==> src/rtl/core/motor_drive_safety_ramp_top_defines.svh <==
// Assertion macros shared by the motor drive safety ramp RTL.
`ifndef MOTOR_DRIVE_SAFETY_RAMP_TOP_DEFINES_SVH
`define MOTOR_DRIVE_SAFETY_RAMP_TOP_DEFINES_SVH

// Same-cycle implication, sampled on clk_i and disabled while rst_ni is low.
`define MDSR_ASSERT_IMPL(label, ante, cons) \
  label: assert property (@(posedge clk_i) disable iff (!rst_ni) (ante) |-> (cons)) \
    else $error("mdsr assertion failed");

// Next-cycle implication, sampled on clk_i and disabled while rst_ni is low.
`define MDSR_ASSERT_NEXT(label, ante, cons) \
  label: assert property (@(posedge clk_i) disable iff (!rst_ni) (ante) |=> (cons)) \
    else $error("mdsr assertion failed");

`endif

==> src/rtl/core/mdsr_pkg.sv <==
// Shared types, codes and constants of the motor drive safety ramp.
`default_nettype none
package mdsr_pkg;

  localparam int AGE_BITS      = 16;
  localparam int DISTANCE_BITS = 10;
  localparam int SAFE_BITS     = 10;
  localparam int TIMEOUT_BITS  = 16;
  localparam int DUTY_BITS     = 8;
  localparam int CMD_BITS      = 8;
  localparam int PAT_BITS      = 4;
  localparam int CFG_DATA_BITS = 16;
  localparam int CFG_ADDR_BITS = 3;

  // Stream payload layout.
  localparam int IN_FIELD_BITS  = 2 * CMD_BITS + 3 * DISTANCE_BITS;
  localparam int IN_TDATA_BITS  = ((IN_FIELD_BITS + 7) / 8) * 8;
  localparam int OUT_FIELD_BITS = DUTY_BITS + PAT_BITS + 3 + 3;
  localparam int OUT_TDATA_BITS = ((OUT_FIELD_BITS + 7) / 8) * 8;
  localparam int OUT_PAD_BITS   = OUT_TDATA_BITS - OUT_FIELD_BITS;

  // ASCII command bytes.
  localparam logic [CMD_BITS-1:0] CMD_COAST = 8'h53;
  localparam logic [CMD_BITS-1:0] CMD_BRAKE = 8'h58;
  localparam logic [CMD_BITS-1:0] CMD_FWD   = 8'h46;
  localparam logic [CMD_BITS-1:0] CMD_BACK  = 8'h42;
  localparam logic [CMD_BITS-1:0] CMD_LEFT  = 8'h4C;
  localparam logic [CMD_BITS-1:0] CMD_RIGHT = 8'h52;

  // Bridge pin patterns, bit 0 is IN1.
  localparam logic [PAT_BITS-1:0] PAT_FWD   = 4'h5;
  localparam logic [PAT_BITS-1:0] PAT_BACK  = 4'hA;
  localparam logic [PAT_BITS-1:0] PAT_LEFT  = 4'h6;
  localparam logic [PAT_BITS-1:0] PAT_RIGHT = 4'h9;
  localparam logic [PAT_BITS-1:0] PAT_COAST = 4'h0;
  localparam logic [PAT_BITS-1:0] PAT_BRAKE = 4'hF;

  // Register reset values.
  localparam logic [SAFE_BITS-1:0]    RST_GUARD_CM   = 10'd25;
  localparam logic [TIMEOUT_BITS-1:0] RST_TIMEOUT    = 16'd500;
  localparam logic [DUTY_BITS-1:0]    RST_SLEW_STEP  = 8'd15;
  localparam logic [DUTY_BITS-1:0]    RST_TURN_CAP   = 8'd150;
  localparam logic [DUTY_BITS-1:0]    RST_BRAKE_DUTY = 8'd255;

  typedef enum logic [1:0] {
    KIND_PACKET  = 2'd0,
    KIND_TICK    = 2'd1,
    KIND_CONTROL = 2'd2
  } kind_e;

  typedef enum logic [CFG_ADDR_BITS-1:0] {
    CFG_GUARD_CM   = 3'd0,
    CFG_TIMEOUT    = 3'd1,
    CFG_SLEW_STEP  = 3'd2,
    CFG_TURN_CAP   = 3'd3,
    CFG_BRAKE_DUTY = 3'd4
  } cfg_idx_e;

  typedef enum logic [2:0] {
    MODE_FWD   = 3'd0,
    MODE_BACK  = 3'd1,
    MODE_LEFT  = 3'd2,
    MODE_RIGHT = 3'd3,
    MODE_COAST = 3'd4,
    MODE_BRAKE = 3'd5,
    MODE_HELD  = 3'd6
  } mode_e;

  typedef struct packed {
    logic [SAFE_BITS-1:0]    guard_cm;
    logic [TIMEOUT_BITS-1:0] age_limit;
    logic [DUTY_BITS-1:0]    slew_step;
    logic [DUTY_BITS-1:0]    turn_cap;
    logic [DUTY_BITS-1:0]    brake_duty;
  } cfg_t;

  typedef struct packed {
    logic [CMD_BITS-1:0]  latched_command;
    logic [DUTY_BITS-1:0] latched_speed;
    logic [AGE_BITS-1:0]  packet_age;
    logic [DUTY_BITS-1:0] motor_duty;
    logic [PAT_BITS-1:0]  held_pattern;
  } state_t;

  typedef struct packed {
    kind_e                    kind;
    logic [CMD_BITS-1:0]      command;
    logic [DUTY_BITS-1:0]     requested_speed;
    logic [DISTANCE_BITS-1:0] left_distance;
    logic [DISTANCE_BITS-1:0] right_distance;
    logic [DISTANCE_BITS-1:0] rear_distance;
  } item_t;

  typedef struct packed {
    logic [DUTY_BITS-1:0] duty;
    logic [PAT_BITS-1:0]  bridge_pattern;
    mode_e                drive_mode;
    logic                 signal_lost;
    logic                 front_blocked;
    logic                 rear_blocked;
  } result_t;

endpackage
`default_nettype wire

==> src/rtl/core/mdsr_ctrl.sv <==
// Decision logic: state update and result for one registered input item.
`default_nettype none
module mdsr_ctrl (
  input  mdsr_pkg::item_t   item_i,
  input  mdsr_pkg::state_t  state_i,
  input  mdsr_pkg::cfg_t    cfg_i,
  output mdsr_pkg::state_t  state_o,
  output mdsr_pkg::result_t result_o,
  output logic              has_result_o
);
  import mdsr_pkg::*;

  localparam int DCMP_BITS = (DISTANCE_BITS > SAFE_BITS) ? DISTANCE_BITS : SAFE_BITS;
  localparam int ACMP_BITS = (AGE_BITS > TIMEOUT_BITS) ? AGE_BITS : TIMEOUT_BITS;

  // A distance of zero means no reading and never blocks.
  function automatic logic blocked(input logic [DISTANCE_BITS-1:0] reading,
                                   input logic [SAFE_BITS-1:0] safe);
    return (reading != '0) && (DCMP_BITS'(reading) <= DCMP_BITS'(safe));
  endfunction

  logic                 front, rear, lost;
  logic [CMD_BITS-1:0]  cmd;
  logic [DUTY_BITS-1:0] target;
  logic [DUTY_BITS-1:0] ramped;
  logic [DUTY_BITS:0]   up_sum;
  logic [DUTY_BITS-1:0] down_diff;
  logic [DUTY_BITS-1:0] new_duty;
  logic [PAT_BITS-1:0]  pattern;
  mode_e                mode;

  assign front = blocked(item_i.left_distance, cfg_i.guard_cm) ||
                 blocked(item_i.right_distance, cfg_i.guard_cm);
  assign rear  = blocked(item_i.rear_distance, cfg_i.guard_cm);
  assign lost  = ACMP_BITS'(state_i.packet_age) > ACMP_BITS'(cfg_i.age_limit);

  // Safety overrides in priority order.
  always_comb begin
    cmd    = state_i.latched_command;
    target = state_i.latched_speed;
    if (lost) begin
      cmd    = CMD_COAST;
      target = '0;
    end else if ((cmd == CMD_FWD && front) || (cmd == CMD_BACK && rear)) begin
      cmd    = CMD_BRAKE;
      target = cfg_i.brake_duty;
    end else if (cmd == CMD_LEFT || cmd == CMD_RIGHT) begin
      if (target > cfg_i.turn_cap) begin
        target = cfg_i.turn_cap;
      end
    end
  end

  // Slew the duty toward the target by at most one step.
  assign up_sum    = {1'b0, state_i.motor_duty} + {1'b0, cfg_i.slew_step};
  assign down_diff = state_i.motor_duty - target;
  always_comb begin
    if (state_i.motor_duty < target) begin
      ramped = (up_sum > {1'b0, target}) ? target : up_sum[DUTY_BITS-1:0];
    end else if (state_i.motor_duty > target) begin
      ramped = (down_diff <= cfg_i.slew_step) ? target
                                              : state_i.motor_duty - cfg_i.slew_step;
    end else begin
      ramped = state_i.motor_duty;
    end
  end

  assign new_duty = (cmd == CMD_COAST || cmd == CMD_BRAKE) ? target : ramped;

  // Bridge pattern and mode; an unknown command keeps the last pattern.
  always_comb begin
    case (cmd)
      CMD_FWD:   begin pattern = PAT_FWD;   mode = MODE_FWD;   end
      CMD_BACK:  begin pattern = PAT_BACK;  mode = MODE_BACK;  end
      CMD_LEFT:  begin pattern = PAT_LEFT;  mode = MODE_LEFT;  end
      CMD_RIGHT: begin pattern = PAT_RIGHT; mode = MODE_RIGHT; end
      CMD_COAST: begin pattern = PAT_COAST; mode = MODE_COAST; end
      CMD_BRAKE: begin pattern = PAT_BRAKE; mode = MODE_BRAKE; end
      default:   begin pattern = state_i.held_pattern; mode = MODE_HELD; end
    endcase
  end

  // Next state per item kind; the unused kind leaves everything alone.
  always_comb begin
    state_o      = state_i;
    has_result_o = 1'b0;
    case (item_i.kind)
      KIND_PACKET: begin
        state_o.latched_command = item_i.command;
        state_o.latched_speed   = item_i.requested_speed;
        state_o.packet_age      = '0;
      end
      KIND_TICK: begin
        if (state_i.packet_age != '1) begin
          state_o.packet_age = state_i.packet_age + AGE_BITS'(1);
        end
      end
      KIND_CONTROL: begin
        state_o.motor_duty   = new_duty;
        state_o.held_pattern = pattern;
        has_result_o         = 1'b1;
      end
      default: begin
        state_o = state_i;
      end
    endcase
  end

  assign result_o.duty           = new_duty;
  assign result_o.bridge_pattern = pattern;
  assign result_o.drive_mode     = mode;
  assign result_o.signal_lost    = lost;
  assign result_o.front_blocked  = front;
  assign result_o.rear_blocked   = rear;

endmodule
`default_nettype wire

==> src/rtl/core/motor_drive_safety_ramp_top.sv <==
// Top level of the motor drive safety ramp: stream ports, registers and state.
// A control update is held in the input register; its result is then held in the result register.
// Throughput: one item per cycle unless a result waits on a stalled result stream; the
// decision logic between the input register and the result register is combinational.
// Reset: asynchronous, active low; registers return to 25, 500, 15, 150, 255, the
// latched command to S, and speed, age, duty and pattern to zero.
`default_nettype none
`include "motor_drive_safety_ramp_top_defines.svh"
module motor_drive_safety_ramp_top (
  input  logic                                 clk_i,
  input  logic                                 rst_ni,
  // Input stream.
  input  logic                                 s_axis_tvalid_i,
  output logic                                 s_axis_tready_o,
  // tdata fields from bit 0: command, requested_speed, left_distance,
  // right_distance, rear_distance, zero padding.
  input  logic [mdsr_pkg::IN_TDATA_BITS-1:0]   s_axis_tdata_i,
  // tuser fields from bit 0: kind.
  input  logic [1:0]                           s_axis_tuser_i,
  // Result stream.
  output logic                                 m_axis_tvalid_o,
  input  logic                                 m_axis_tready_i,
  // tdata fields from bit 0: duty, bridge_pattern, drive_mode, signal_lost,
  // front_blocked, rear_blocked, zero padding.
  output logic [mdsr_pkg::OUT_TDATA_BITS-1:0]  m_axis_tdata_o,
  // Configuration write port.
  input  logic                                 cfg_we_i,
  input  logic [mdsr_pkg::CFG_ADDR_BITS-1:0]   cfg_addr_i,
  input  logic [mdsr_pkg::CFG_DATA_BITS-1:0]   cfg_wdata_i
);
  import mdsr_pkg::*;

  localparam int CMD_LO   = 0;
  localparam int SPD_LO   = CMD_LO + CMD_BITS;
  localparam int LEFT_LO  = SPD_LO + DUTY_BITS;
  localparam int RIGHT_LO = LEFT_LO + DISTANCE_BITS;
  localparam int REAR_LO  = RIGHT_LO + DISTANCE_BITS;

  item_t   item_in;
  item_t   item_q;
  logic    in_valid_q;
  state_t  state_q, state_d;
  cfg_t    cfg_q;
  result_t result_d, result_q;
  logic    has_result;
  logic    out_valid_q;
  logic    fire;

  // Unpack the incoming transfer.
  assign item_in.kind            = kind_e'(s_axis_tuser_i);
  assign item_in.command         = s_axis_tdata_i[CMD_LO +: CMD_BITS];
  assign item_in.requested_speed = s_axis_tdata_i[SPD_LO +: DUTY_BITS];
  assign item_in.left_distance   = s_axis_tdata_i[LEFT_LO +: DISTANCE_BITS];
  assign item_in.right_distance  = s_axis_tdata_i[RIGHT_LO +: DISTANCE_BITS];
  assign item_in.rear_distance   = s_axis_tdata_i[REAR_LO +: DISTANCE_BITS];

  // The held item retires unless it has a result with nowhere to go.
  assign fire            = in_valid_q && (!has_result || !out_valid_q || m_axis_tready_i);
  assign s_axis_tready_o = !in_valid_q || fire;

  mdsr_ctrl u_ctrl (
    .item_i      (item_q),
    .state_i     (state_q),
    .cfg_i       (cfg_q),
    .state_o     (state_d),
    .result_o    (result_d),
    .has_result_o(has_result)
  );

  // Input register.
  always_ff @(posedge clk_i or negedge rst_ni) begin
    if (!rst_ni) begin
      in_valid_q <= 1'b0;
    end else if (s_axis_tready_o) begin
      in_valid_q <= s_axis_tvalid_i;
    end
  end

  always_ff @(posedge clk_i) begin
    if (s_axis_tready_o && s_axis_tvalid_i) begin
      item_q <= item_in;
    end
  end

  // Drive state, updated as each item retires.
  always_ff @(posedge clk_i or negedge rst_ni) begin
    if (!rst_ni) begin
      state_q.latched_command <= CMD_COAST;
      state_q.latched_speed   <= '0;
      state_q.packet_age      <= '0;
      state_q.motor_duty      <= '0;
      state_q.held_pattern    <= PAT_COAST;
    end else if (fire) begin
      state_q <= state_d;
    end
  end

  // Configuration registers; indexes past the list are dropped.
  always_ff @(posedge clk_i or negedge rst_ni) begin
    if (!rst_ni) begin
      cfg_q.guard_cm   <= RST_GUARD_CM;
      cfg_q.age_limit  <= RST_TIMEOUT;
      cfg_q.slew_step  <= RST_SLEW_STEP;
      cfg_q.turn_cap   <= RST_TURN_CAP;
      cfg_q.brake_duty <= RST_BRAKE_DUTY;
    end else if (cfg_we_i) begin
      case (cfg_addr_i)
        CFG_GUARD_CM:   cfg_q.guard_cm   <= cfg_wdata_i[SAFE_BITS-1:0];
        CFG_TIMEOUT:    cfg_q.age_limit  <= cfg_wdata_i[TIMEOUT_BITS-1:0];
        CFG_SLEW_STEP:  cfg_q.slew_step  <= cfg_wdata_i[DUTY_BITS-1:0];
        CFG_TURN_CAP:   cfg_q.turn_cap   <= cfg_wdata_i[DUTY_BITS-1:0];
        CFG_BRAKE_DUTY: cfg_q.brake_duty <= cfg_wdata_i[DUTY_BITS-1:0];
        default:        cfg_q            <= cfg_q;
      endcase
    end
  end

  // Result register.
  always_ff @(posedge clk_i or negedge rst_ni) begin
    if (!rst_ni) begin
      out_valid_q <= 1'b0;
    end else if (fire && has_result) begin
      out_valid_q <= 1'b1;
    end else if (m_axis_tready_i) begin
      out_valid_q <= 1'b0;
    end
  end

  always_ff @(posedge clk_i) begin
    if (fire && has_result) begin
      result_q <= result_d;
    end
  end

  assign m_axis_tvalid_o = out_valid_q;
  assign m_axis_tdata_o  = {{OUT_PAD_BITS{1'b0}}, result_q.rear_blocked,
                            result_q.front_blocked, result_q.signal_lost,
                            result_q.drive_mode, result_q.bridge_pattern, result_q.duty};

  // A stale packet always coasts at duty zero.
  `MDSR_ASSERT_IMPL(a_lost_coasts, out_valid_q && result_q.signal_lost,
                    result_q.drive_mode == MODE_COAST && result_q.duty == '0)
  // Brake mode drives every bridge input high.
  `MDSR_ASSERT_IMPL(a_brake_pattern, out_valid_q && result_q.drive_mode == MODE_BRAKE,
                    result_q.bridge_pattern == PAT_BRAKE && !result_q.signal_lost)
  // Coast mode drives every bridge input low.
  `MDSR_ASSERT_IMPL(a_coast_pattern, out_valid_q && result_q.drive_mode == MODE_COAST,
                    result_q.bridge_pattern == PAT_COAST)
  // Packets, ticks and the unused kind never create a result.
  `MDSR_ASSERT_NEXT(a_no_spurious, fire && !has_result && (!out_valid_q || m_axis_tready_i),
                    !out_valid_q)

endmodule
`default_nettype wire
==> config.mk <==
export PLATFORM = sky130hd
export DESIGN_NAME = motor_drive_safety_ramp_top
export DESIGN_NICKNAME = d
export VERILOG_FILES = /design/src/rtl/core/mdsr_pkg.sv /design/src/rtl/core/mdsr_ctrl.sv /design/src/rtl/core/motor_drive_safety_ramp_top.sv
export VERILOG_INCLUDE_DIRS = /design/src /design/src/rtl/core
export SDC_FILE = /design/constraint.sdc
export NUM_CORES = 1
export LEC_CHECK = 0
export BUFFER_PORTS_ARGS = -buffer_cell sky130_fd_sc_hd__clkbuf_2
export CORE_UTILIZATION = 66
export DETAILED_ROUTE_END_ITERATION = 8
export PLACE_DENSITY = 0.87
export SYNTH_ARGS = -nofsm -noshare
export SYNTH_HDL_FRONTEND = slang
export SYNTH_HIERARCHICAL = 1
export SYNTH_SLANG_ARGS = --single-unit
export TNS_END_PERCENT = 5
==> constraint.sdc <==
create_clock -name clk_i -period 11.6 [get_ports clk_i]
set_clock_uncertainty 0.15 [all_clocks]
set_input_delay 1.16 -clock clk_i [delete_from_list [all_inputs] [get_ports clk_i]]
set_output_delay 1.16 -clock clk_i [all_outputs]
set_load 0.03 [all_outputs]
# [Word level (Yosys, flattened, before mapping)]
# Index checks and enable logic that the tools add are counted.
[classes] n_mux=18 n_mul=0 add_sub_neg=4 reduce_logical=33 bitwise_logic=0 div_mod_pow=0 shifts=0 n_eq_ne=18 order_cmp=9
[ops] op="8-bit two-way mux" count=11
[ops] op="8-bit by 7-bit equality test with 1-bit output (second input constant)" count=10
[ops] op="16-bit case mux with 2 select lines" count=1
[ops] op="10-bit less-or-equal comparator" count=3
[ops] op="10-bit nonzero test" count=3
[ops] op="4-bit case mux with 6 select lines" count=1
[ops] op="3-bit case mux with 6 select lines" count=1
[ops] op="16-bit by 1-bit adder with 16-bit output (second input constant)" count=1
[ops] op="16-bit > comparator" count=1
[ops] op="8-bit > comparator" count=2
[ops] op="16-bit two-way mux" count=1
[ops] op="16-bit inequality test (second input constant)" count=1
[ops] op="8-bit subtractor" count=2
[ops] op="2-bit AND reduction" count=7
[ops] op="8-bit by 8-bit adder with 9-bit output" count=1
[ops] op="9-bit by 8-bit > comparator with 1-bit output" count=1
[ops] op="8-bit less-or-equal comparator" count=1
[ops] op="1-bit logical AND" count=8
[ops] op="8-bit less-than comparator" count=1
[ops] op="1-bit logical OR" count=7
[ops] op="3-bit by 2-bit equality test with 1-bit output (second input constant)" count=2
[ops] op="2-bit nonzero test" count=2
[ops] op="3-bit by 1-bit equality test with 1-bit output (second input constant)" count=1
[ops] op="3-bit equality test (second input constant)" count=1
[ops] op="other kinds (8)" count=12
[word_totals] out_inout_bits=26 rom_bits=0 input_bits=74 mem_count=0 ram_bits=0 latch_bits=0 elab_cells=106 ff_bits=162

# [Depth between registers and ports, before layout]
[depth] ltp_word=13 mapped_depth=34 mapped_depth_nobuf=33

# [Modules after synthesis]
# Netlist, hierarchy kept.
[modules_own_cells] module="motor_drive_safety_ramp_top" cells_per_inst=444 seq_area_each_um2=4420.5 n_inst=1 area_each_um2=6508.7
[modules_own_cells] module="mdsr_ctrl" cells_per_inst=651 seq_area_each_um2=0.0 n_inst=1 area_each_um2=4466.8

# [Worst setup path after synthesis]
# Ideal clock, no wire load.
[synth_timing] path_type="register -> register" startpoint="register cfg_q[43] (netlist bit)" endpoint="register state_q[9] (netlist bit)" setup_time_ns=0.087 required_time_ns=11.363 setup_slack_ns=5.607 stages_incl_launch_ff=32 t_arrival_ns=5.757 synth_period_minus_slack_ns=5.993 path_cell_list="dfstp_2 inv_1 ha_1 a21oi_1 o21ai_0 a2111oi_0 o21ai_0 nor3b_2 or2_1 buf_2 a21oi_1 nor2_1 inv_1 ha_1 nor2b_1 o21ai_0 nand2b_1 a21o_1 a21oi_1 xnor2_1 ha_1 a21o_1 a221oi_1 nand3b_1 nand2_1 a21boi_0 o211ai_1 nor4b_1 o311ai_0 o21a_1 nand2_1 o211ai_1"
[synth_via] elab_chain_len=13
[synth_lines] item="start: declaration" line_no="motor_drive_safety_ramp_top.sv:43" text="cfg_t cfg_q;"
[synth_lines] item="start signal: assignment" line_no="motor_drive_safety_ramp_top.sv:113" text="default: cfg_q <= cfg_q;"
[synth_lines] item="10-bit less-or-equal comparator" line_no="mdsr_ctrl.sv:19" text="return (reading != '0) && (DCMP_BITS'(reading) <= DCMP_BITS'(safe));"
[synth_lines] item="1-bit logical AND" line_no="mdsr_ctrl.sv:19"
[synth_lines] item="1-bit logical OR" line_no="mdsr_ctrl.sv:32" text="assign front = blocked(item_i.left_distance, cfg_i.guard_cm) ||"
[synth_lines] item="1-bit logical AND" line_no="mdsr_ctrl.sv:44" text="end else if ((cmd == CMD_FWD && front) || (cmd == CMD_BACK && rear)) begin"
[synth_lines] item="1-bit logical OR *" line_no="mdsr_ctrl.sv:44"
[synth_lines] item="8-bit two-way mux" line_no="mdsr_ctrl.sv:44"
[synth_lines] item="8-bit two-way mux" line_no="mdsr_ctrl.sv:41" text="if (lost) begin"
[synth_lines] item="8-bit subtractor" line_no="mdsr_ctrl.sv:56" text="assign down_diff = state_i.motor_duty - target;"
[synth_lines] item="8-bit less-or-equal comparator" line_no="mdsr_ctrl.sv:61" text="ramped = (down_diff <= cfg_i.slew_step) ? target"
[synth_lines] item="8-bit two-way mux" line_no="mdsr_ctrl.sv:61"
[synth_lines] item="8-bit two-way mux" line_no="mdsr_ctrl.sv:60" text="end else if (state_i.motor_duty > target) begin"
[synth_lines] item="8-bit two-way mux" line_no="mdsr_ctrl.sv:58" text="if (state_i.motor_duty < target) begin"
[synth_lines] item="8-bit two-way mux *" line_no="mdsr_ctrl.sv:68" text="assign new_duty = (cmd == CMD_COAST || cmd == CMD_BRAKE) ? target : ramped;"
[synth_lines] item="end signal: assignment" line_no="motor_drive_safety_ramp_top.sv:94" text="state_q <= state_d;"
[synth_lines] item="end: declaration" line_no="motor_drive_safety_ramp_top.sv:42" text="state_t state_q, state_d;"
# Mark *: on every way between the ends. The rest lies on a longest branch, timed or not.
# A chain may end at the register's enable or synchronous reset.

# [Worst setup path after layout]
# Same ends and word-level chain as after synthesis.

==> results.yml <==
timing:
  hold_viol: 0
  maxSlewHeadroom_pct: 19.46
  max_freq_mhz: 130.2
  setup_viol_count_final: 0
  slew_violations: 0
  worst_pin_slew_ns: 1.205
  period_minus_slack_ns: 7.682
  rsz0062_at_grt: "no"
  fin_crit_sh_pct: 66.23
  setup_tns_ns: 0
outcome:
  outcome: "finished, final reports clean"
die:
  start_util_pct: 68.35
  coreArea_sq_mm: 0.01606
  rows: 46
  dieWidth_um: 131.0
  dieArea_sq_mm: 0.01715
  boundaryPins: 100
  die_y_um: 131.0
final_layout:
  n_antenna_cell: 0
  synthToLayoutAreaGrowth_pct: 9.827
  layout-drive-gt1-share_pct: 21.87
  num-nets-final: 1324
setup_path:
  r2r_slack_ns: 3.92
  worstSetupStartpointType: "flop"
  arrival_ns: 7.89
  slowest_stage: "a21boi_0"
  path_class: "flop to flop"
  cp.required_ns: 11.81
  worst_path_largest_cell_delay_ns: 0.62
  cp-end-kind: "flop"
  crit_fanout: 13
pwr:
  fin_total_pwr_w: 0.002776
  total_leakage_power_nw: 5.146
  p_per_area_mw_per_mm2: 230.3
  irDropWorstVdd_v: 0.0001552
place:
  place_congestion: 0.9636
  place_hpwl_um: 18720
  port_buffers: 91
job:
  cap_viol_max_count: 0
global_route:
  grt_start_max_net_pins: 73
  overflow: 0
  antenna_found_initial: 0
  grt_pass1_wl_um: 43510
  grt_pass1_vias: 8470
  track_usage_pct: 33.70
cts:
  post_cts_buffers: 0
  cts_buffer_depth: 2
  cts_tree: "built"
  post_cts_resized: 0
  insertion_delay_ns: 0.44
  postCtsHoldBufs: 0
  cts_sinks: 162
  clk_pin_slew_ns: 0.07
  cts-root-buf: "clkbuf_16"
  cts_buffers: 17
  htreeDepth: 4
route:
  drt_iter0_markers: 1006
  dr.pass1.iters: 5
  routedWlPerCell_um: 19.76
  antenna_left: 0
  drt_wl_total_um: 27310
  drc: 0
  vias_per_cell: 6.535
  vias: 9032
yosys:
  synth.largest_area_cell: "edfxtp_1"
  synth.yosys.seq_area_share_pct: 40.28
  syn_area_per_cell_sq_um: 10.02
  synth_warnings: 6
  ys_types: 86
  synth_cells: 1095
  synth_commonest_cells: "nand2_1, ha_1, dfrtp_1, nor2_1, edfxtp_1"
  synth_top_area_share_pct: 18.06
  synth-async-reset-ratio_pct: 59.26
  ys_top_cells_by_area: "edfxtp_1, dfrtp_1, ha_1, dfstp_2, mux2_2"
  syn_area_sq_mm: 0.01098
  ys_seq_elements: 162
  yosysMostFrequentCell: "nand2_1"
  synth-edff-count: 66
  ys.flop_type: "dfrtp_1"
worst_hold_path:
  hold_path_class: "flop to flop"
==> path summary, 6_finish.rpt <==
kind	cells after the start	from	endpoint
min in group asynchronous	1	rst_ni	state_q[14]
worst max register to register	31	cfg_q[43]	state_q[9]
max in group asynchronous	2	rst_ni	cfg_q[46]
worst min register to register	1	cfg_q[39]	cfg_q[39]
worst max-delay path	31	cfg_q[43]	state_q[9]
worst min-delay path	1	cfg_q[39]	cfg_q[39]
==> cells in the final DEF (no fill, tap or decap), types with 6 or more instances in the layout <==
cell type,n
clkbuf_2,90
nor2b_1,11
nand2_1,97
a22o_1,6
a21o_1,11
a21oi_1,51
dfstp_2,29
clkbuf_16,17
o21a_1,7
o211ai_1,48
nand4_1,21
nor4_1,8
nor3_1,14
buf_4,10
inv_1,65
conb_1,6
nand3_1,26
a211oi_1,8
dfrtp_1,66
edfxtp_1,66
nand2b_1,61
o21ai_0,29
nand4b_1,45
inv_6,7
xor2_1,19
nor2_1,65
mux2_4,10
xnor2_1,8
ha_1,94
mux2_2,56
==> metal layers <==
metal	vias to the layer above	GRT usage, %	share of wire (%)
li1	4117	-	-
met1	4365	44.14	42
met2	482	54.25	48
met3	68	6.840	7.6
met4	0	15.08	2.8
met5	-	0	0
==> through the flow <==
stage	instances	setup slack [ns]	util (%)	hold WS, ns	instance area [sq um]
after detailed placement	1350	4.141	71.43	0.3490	11470
after floorplan	1100	5.607	-	0.3294	10990
after CTS	1382	4.072	75.07	0.3660	12050
after global routing	1382	3.332	75.07	0.3850	12050
final	1382	3.918	75.07	0.3664	12050
after global placement	1350	4.182	71.43	0.3380	11470
==> sequential cells by signal, indices dropped and copies added (netlist names) <==
register         cells
state_q             44
in_valid_q           1
m_axis_tvalid_o      1
m_axis_tdata_o      18
cfg_q               50
item_q              48
==> kinds of logic (layout without fill, tap and decap cells) <==
logic type	Yosys count	count (layout)	share of synthesized area, %
AOI/OAI and AO/OA	217	217	13.58
xor gates and xnor gates	27	27	2.155
adders and majority gates	97	97	11.26
buffers and inverters	132	198	5.301
DFF	162	162	40.28
muxes	71	71	7.569
other	1	6	0.03417
and+or+nand+nor	388	388	19.82
==> power breakdown <==
group,switching (W),internal [W]
registers,0.000111,0.000731
clock network,0.000258,0.000306
logic,0.000795,0.000576
==> worst max-delay path: cells and delay by family (launching register included) <==
family / cells / cell delay (ns)
xor+xnor: 1 / 0.14
flops: 1 / 0.53
compound gates: 15 / 3.71
fa+ha+maj: 3 / 0.91
buf+inv: 3 / 0.41
simple gates: 9 / 1.73
==> layout make-up <==
type                       count  area [sq um]
tap                          216         270.3
clock inverter                15         158.9
clock buffer                  17         425.4
multi-input combinational    806          6005
timing repair buffer         100         525.5
sequential                   162          4422
inverter                      66         247.7
fill                        1064          4004
Power figures use the tool's default switching activity.
